File: src/hdl/paged_block_run_allocator_assert.svh
// Assertion macros for the paged block-run allocator.
// Taken in by the RTL files that carry concurrent checks.
`ifndef PAGED_BLOCK_RUN_ALLOCATOR_ASSERT_SVH
`define PAGED_BLOCK_RUN_ALLOCATOR_ASSERT_SVH

// Plain property, checked at every clock edge out of reset.
`define PBRA_ASSERT(lbl, clk, rstn, prop, msg) \
    lbl: assert property (@(posedge clk) disable iff (!(rstn)) (prop)) \
        else $error(msg);

// Same-cycle implication.
`define PBRA_ASSERT_IMPL(lbl, clk, rstn, ante, cons, msg) \
    lbl: assert property (@(posedge clk) disable iff (!(rstn)) (ante) |-> (cons)) \
        else $error(msg);

`endif

File: src/hdl/pbra_pkg.sv
// Shared types and constants for the paged block-run allocator.
// Used by pbra_cfg, pbra_scan and paged_block_run_allocator.
package pbra_pkg;

    localparam int PAGE_BYTES          = 4096;
    localparam int PAGE_SHIFT          = 12;
    localparam int BLOCK_BYTES         = 32;
    localparam int BLOCK_SHIFT         = 5;
    localparam int HEADER_BYTES        = 256;
    localparam int DEF_BLOCKS_PER_PAGE = 64;
    localparam int DEF_MAX_PAGES       = 16;

    localparam int ADDR_W  = 32;
    localparam int SIZE_W  = 12;
    localparam int RUN_W   = 7;
    localparam int PCNT_W  = 5;
    localparam int CFG_AW  = 4;
    localparam int CFG_DW  = 32;

    localparam logic [PCNT_W-1:0] PAGE_COUNT_RESET = PCNT_W'(16);

    // register index, paddr[3:2]
    localparam logic [1:0] REG_PAGE_COUNT = 2'd0;
    localparam logic [1:0] REG_VIRT_BASE  = 2'd1;
    localparam logic [1:0] REG_PHYS_BASE  = 2'd2;

    localparam logic FUNC_ALLOC   = 1'b0;
    localparam logic FUNC_RELEASE = 1'b1;

    typedef struct packed {
        logic [PCNT_W-1:0] page_count;
        logic [ADDR_W-1:0] virt_base;
        logic [ADDR_W-1:0] phys_base;
    } cfg_t;

    typedef struct packed {
        logic start;
    } scan_ctrl_t;

    typedef struct packed {
        logic done;
        logic hit;
    } scan_stat_t;

    typedef enum logic [1:0] {
        SCAN_IDLE,
        SCAN_STEP,
        SCAN_DONE
    } scan_state_t;

    typedef enum logic [3:0] {
        ST_INIT,
        ST_IDLE,
        ST_ALLOC_CHECK,
        ST_SCAN_START,
        ST_SCAN_WAIT,
        ST_ALLOC_MARK,
        ST_ADDR,
        ST_REL_OFFSET,
        ST_REL_CHECK,
        ST_REL_CLEAR,
        ST_OUT
    } alloc_state_t;

endpackage

File: src/hdl/pbra_cfg.sv
// APB register file: page count and the two buffer base addresses.
// Depends on pbra_pkg.
module pbra_cfg
    import pbra_pkg::*;
(
    input  logic              aclk,
    input  logic              aresetn,
    input  logic              psel,
    input  logic              penable,
    input  logic              pwrite,
    input  logic [CFG_AW-1:0] paddr,
    input  logic [CFG_DW-1:0] pwdata,
    output logic [CFG_DW-1:0] prdata,
    output logic              pready,
    output cfg_t              cfg
);

    cfg_t       cfg_reg;
    logic       wr_en;
    logic [1:0] reg_idx;

    assign pready  = 1'b1;
    assign reg_idx = paddr[3:2];
    assign wr_en   = psel & penable & pwrite;
    assign cfg     = cfg_reg;

    always_ff @(posedge aclk) begin
        if (!aresetn) begin
            cfg_reg.page_count <= PAGE_COUNT_RESET;
            cfg_reg.virt_base  <= '0;
            cfg_reg.phys_base  <= '0;
        end else if (wr_en) begin
            case (reg_idx)
                REG_PAGE_COUNT: cfg_reg.page_count <= pwdata[PCNT_W-1:0];
                REG_VIRT_BASE:  cfg_reg.virt_base  <= pwdata;
                REG_PHYS_BASE:  cfg_reg.phys_base  <= pwdata;
                default: ;
            endcase
        end
    end

    always_comb begin
        case (reg_idx)
            REG_PAGE_COUNT: prdata = CFG_DW'(cfg_reg.page_count);
            REG_VIRT_BASE:  prdata = cfg_reg.virt_base;
            REG_PHYS_BASE:  prdata = cfg_reg.phys_base;
            default:        prdata = '0;
        endcase
    end

endmodule

File: config.mk
export PLATFORM = sky130hd
export DESIGN_NAME = pbra_cfg
export DESIGN_NICKNAME = d
export VERILOG_FILES = /design/src/hdl/paged_block_run_allocator_assert.svh /design/src/hdl/pbra_pkg.sv /design/src/hdl/pbra_cfg.sv
export SDC_FILE = /design/constraint.sdc
export NUM_CORES = 1
export LEC_CHECK = 0
export ABC_AREA = 1
export ABC_CLOCK_PERIOD_IN_PS = 1200
export BUFFER_PORTS_ARGS = -buffer_cell sky130_fd_sc_hd__clkbuf_2
export CAP_MARGIN = 15
export CORE_MARGIN = 2
export CORE_UTILIZATION = 41
export CTS_BUF_LIST = sky130_fd_sc_hd__clkbuf_8
export CTS_CLUSTER_DIAMETER = 150
export DETAILED_ROUTE_END_ITERATION = 10
export HOLD_SLACK_MARGIN = 0.03
export PLACE_DENSITY = 0.71
export SETUP_SLACK_MARGIN = 0.05
export SLEW_MARGIN = 20
export SYNTH_ARGS = -nofsm -noshare
export SYNTH_HDL_FRONTEND = slang
export SYNTH_SLANG_ARGS = --single-unit
File: constraint.sdc
create_clock -name aclk -period 1.2 [get_ports aclk]
set_input_delay 0.18 -clock aclk [delete_from_list [all_inputs] [get_ports aclk]]
set_output_delay 0.18 -clock aclk [all_outputs]
set_load 0.02 [all_outputs]
## Word level (Yosys, flattened, before mapping)

Index checks and enable logic that the tools add are counted.
Widths: inputs -> output; s select.

- Bits in registers: 69
- Latch bits: 0
- Bits in writable memories: 0
- ROM bits: 0
- Input bits: 41
- Logic and storage cells: 12
- Memories: 0

- $add $sub $neg: 0
- $mul: 0
- Divide/modulo/power cells: 0
- Magnitude comparators: 0
- Equal/unequal tests: 2
- Shift operators: 0
- Muxes and demuxes: 1
- Bitwise operators: 2
- Reductions and logical operators: 4

Operators with widths:

| operator | count |
|---|---|
| $pmux 32 s3 | 1 |
| $reduce_and 2->1 | 3 |
| $and 1x1->1 | 2 |
| $eq 2x1->1 const B | 1 |
| $eq 2x2->1 const B | 1 |
| $logic_not 2->1 | 1 |

## Depth between registers and ports, before layout

- Depth in word-level cells: 3
- Mapped depth: 7
- Gate-level depth less buffers: 5

## Least setup slack after synthesis

Ideal clock, no wire load.

- Path type: input port to flip-flop
- From: input psel
- To: register cfg_reg (netlist bit cfg[49])
- Setup time: 113 ps
- Data arrival time: 951 ps
- Data required time: 1087 ps
- Slack: 136 ps
- Stages: 7
- Path buffers: 2
- Cells stage by stage: nand2_1 nor2_1 buf_2 buf_2 nand3_1 nand2_1 nor2_1

- Longest elaborated chain between the ends: 3

Ends and longest elaborated chain:

| what | line | text |
|---|---|---|
| start, declared | pbra_cfg.sv:8 | `input logic psel,` |
| $and 1x1->1 (2 in series) | pbra_cfg.sv:24 | `assign wr_en = psel & penable & pwrite;` |
| $reduce_and 2->1 (no line) | -- |  |
| end, declared | pbra_cfg.sv:18 | `cfg_t cfg_reg;` |

No other way between the ends.
A chain may end at the register's enable or synchronous reset.

## Worst setup path in the final report

- From: input paddr[2]
- To: output prdata[23]

- Longest elaborated chain between the ends: 2
- Elaborated cells on any way between the ends: 4

Ends and longest elaborated chain:

| what | line | text |
|---|---|---|
| start, declared | pbra_cfg.sv:11 | `input logic [CFG_AW-1:0] paddr,` |
| $eq 2x2->1 (tied with other cells) | pbra_cfg.sv:43 | `case (reg_idx)` |
| $pmux 32 s3 (*) | pbra_cfg.sv:43 |  |
| end, declared | pbra_cfg.sv:13 | `output logic [CFG_DW-1:0] prdata,` |

Every way passes the cells marked *; elsewhere a longest branch is shown, timed or not.

==> flow_summary_export.csv <==
group,metric,value,unit
finish,post-route-cell-area,5320,um2
setup_path,worstPathRequired,1.02,ns
setup_path,endpoint,"prdata[23]",
power,p_per_area,918,nW/um2
setup_path,rr_startpoint,"cfg[9]",
route,drt_iter0_drc,154,
grt,overflow,0,
flow_run,maxCapViolCount,0,
placement,gp_congestion,0.784,
sta,rsz0062_at_grt,"true",
cts,numCtsBuffers,9,
setup_path,path_depth,8,
sta,finalCritPeriodShare,102,%
setup_path,crit_family,"buffers and inverters",
setup_path,path_class,"in2out",
yosys,synth_area,3240,um2
yosys,synth_fp_nets,568,
setup_path,cp-end-kind,"primary output",
sta,maxSlewViolCount,0,
setup_path,path_buf_inv,5,
floorplanning,fp-row-count,32,
setup_path,crit_path_max_fanout,7,
placement,numPortBuffers,139,
yosys,ys_types,13,
setup_path,arrival,1.05,ns
floorplanning,dieArea,8640,um2
route,vias,3879,
route,via_per_inst,4.79,
setup_path,max_stage_delay,0.16,ns
finish,insertedDiodeCount,0,
setup_path,startpoint_type,"input pin",
floorplanning,die_x,92.9,um
cts,htreeDepth,3,
placement,dp_hpwl,6300,um
grt,grt_pass1_wl,16100,um
yosys,yosys_warnings,0,
cts,cts_sinks,69,
floorplanning,core_area,7690,um2
setup_path,r2r_end,"cfg[9]",
setup_path,critPathLaunch,"paddr[2]",
sta,max_freq,0.815,GHz
grt,antenna_found_initial,0,
sta,setup_viol,8,
sta,finalHoldViolCount,0,
route,antenna_left,0,
grt,grt_pass1_vias,3439,
yosys,ys_seq_elements,69,
route,routedWlPerCell,13.5,um
power,p_total,4.88,mW
hold_path,hold_path_class,"in2reg",
setup_path,reg2regPathDepth,2,
status,status,"finished with violations",
finish,largest_register_ffs,69,
cts,clockBufferDepth,2,
sta,skew,0,ns
finish,drive_gt1_share,45.3,%
setup_path,critical_path.slowest_cell,"clkbuf_16",
cts,cts_root_buf,"clkbuf_8",
placement,post_dp_cell_area,4200,um2
cts,clk_pin_slew,0.07,ns
route,wirelength,10900,um
floorplanning,io_pins,143,
yosys,avgSynthCellArea,6.15,um2
sta,layout_setup_ws,-0.0277,ns
setup_path,cp_cell_sequence,"clkbuf_16 > inv_6 > nor2_4 > buf_6 > clkbuf_16 > nand2_2 > nand2_1 > clkbuf_8",
power,irDropWorstVdd,0.652,mV
route,drtPass1Iterations,4,
cts,insertion_delay,0.33,ns
finish,n_fill_cell,631,
power,p_leak,2.77,nW
yosys,ys_seq_area_share,42.6,%
yosys,syn_inst,527,
floorplanning,die_height,92.9,um
finish,final_nets,743,
finish,syn_to_final_growth,64.0,%
status,violations,"negative setup slack",
grt,grt.total_usage,23.3,%
grt,grt_start_max_net_pins,70,
setup_path,r2r_slack,0.54,ns
setup_path,worst_path_most_repeated_cell,"clkbuf_16",
route,drc,0,
sta,fin_crit,1.23,ns
floorplanning,initial_core_util,42.2,%
cts,cts_tree,"yes",
[cell families (layout without fill, tap and decap cells)]
logic type	after synthesis	after routing	synth area share (%)
buffers and inverters	69	249	8.99
DFF	69	69	42.6
AOI/OAI and AO/OA	1	1	0.154
and+or+nand+nor	387	387	48.1
other	1	1	0.116
[worst min-delay path by stage]
stage | start | end | slack, ns | cells past startpoint
floorplan | pwdata[4] | cfg[68] | 0.31 | 2
global placement | pwdata[4] | cfg[68] | 0.42 | 3
detailed placement | pwdata[4] | cfg[68] | 0.43 | 3
CTS | pwdata[4] | cfg[68] | 0.07 | 3
global route | pwdata[4] | cfg[68] | 0.1 | 3
finish | pwdata[4] | cfg[68] | 0.09 | 3
[per-layer routing]
layer	up-vias	routed length (um)	GRT usage, %
met5	-	0	0
met4	0	233	10.8
met3	22	707	3.58
met2	157	5590	40.6
met1	1742	4360	28.1
li1	1958	-	-
[metrics by stage]
stage | util (%) | TNS [ns] | cells | hold WS, ns | worst slack (ns)
final | 69.2 | -0.152 | 809 | 0.0950 | -0.0277
after global routing | 69.2 | -0.845 | 809 | 0.0970 | -0.0669
after CTS | 65.4 | -0.601 | 803 | 0.0727 | -0.0423
after detailed placement | 54.6 | -1.35 | 763 | 0.429 | -0.0836
after global placement | 54.6 | -0.679 | 763 | 0.424 | -0.0578
after floorplan | - | 0 | 527 | 0.306 | 0.136
[placed cells by master, fill, tap and decap left out, types with 2 or more instances in the layout]
master and count:
nor2_2 2, buf_4 35, clkbuf_16 4, clkinv_2 2, buf_6 14, clkbuf_2 103
nor2_1 138, nand2_1 107, dfxtp_1 36, clkinvlp_4 4, buf_12 5, nand2_2 54
clkbuf_8 18, inv_1 34, nand2_4 8, buf_8 26, nor2_4 3, dfxtp_2 32
nand3_1 70, buf_2 2, nand3_2 5
[worst reg2reg max path: stages, from the launching register on]
cell     delay (ns)
dfxtp_1        0.34
nor2_1         0.15
nor2_1         0.07
[where the power goes]
| part | switching, mW | total [mW] | leakage, nW | internal [mW] |
|---|---|---|---|---|
| registers | 0.0478 | 2.39 | 0.574 | 2.34 |
| clock network | 0.890 | 1.62 | 0.0784 | 0.733 |
| logic | 0.482 | 0.869 | 2.12 | 0.388 |
| total | 1.42 | 4.88 | 2.77 | 3.46 |
[Yosys cell counts]
master    count  area share (%)
dfxtp_1      69              43
nor2_1      141              16
clkbuf_1      5            0.58
o21ai_0       1            0.15
nand3_1      75              12
inv_2         2            0.23
nand2_1     169              20
buf_2        23             3.5
buf_1         5            0.58
nor2_4        2            0.69
inv_1        33             3.8
conb_1        1            0.12
buf_4         1            0.23
[final cells by class]
cell class	instances	area, um2	share of cell area (%)
Timing Repair Buffer	198	1660	31.2
Inverter	35	136	2.56
Clock inverter	7	43.8	0.823
Multi-Input combinational cell	389	1800	33.9
Tap cell	102	128	2.40
Clock buffer	9	124	2.33
Sequential cell	69	1430	26.8
[what timing repair did]
action,CTS,global route
setup endpoints to repair,32,42
gates cloned,3,3
pin swaps,13,43
hold buffers,0,0
resized for setup,121,112
setup buffers,22,8
Power figures use the tool's default switching activity.
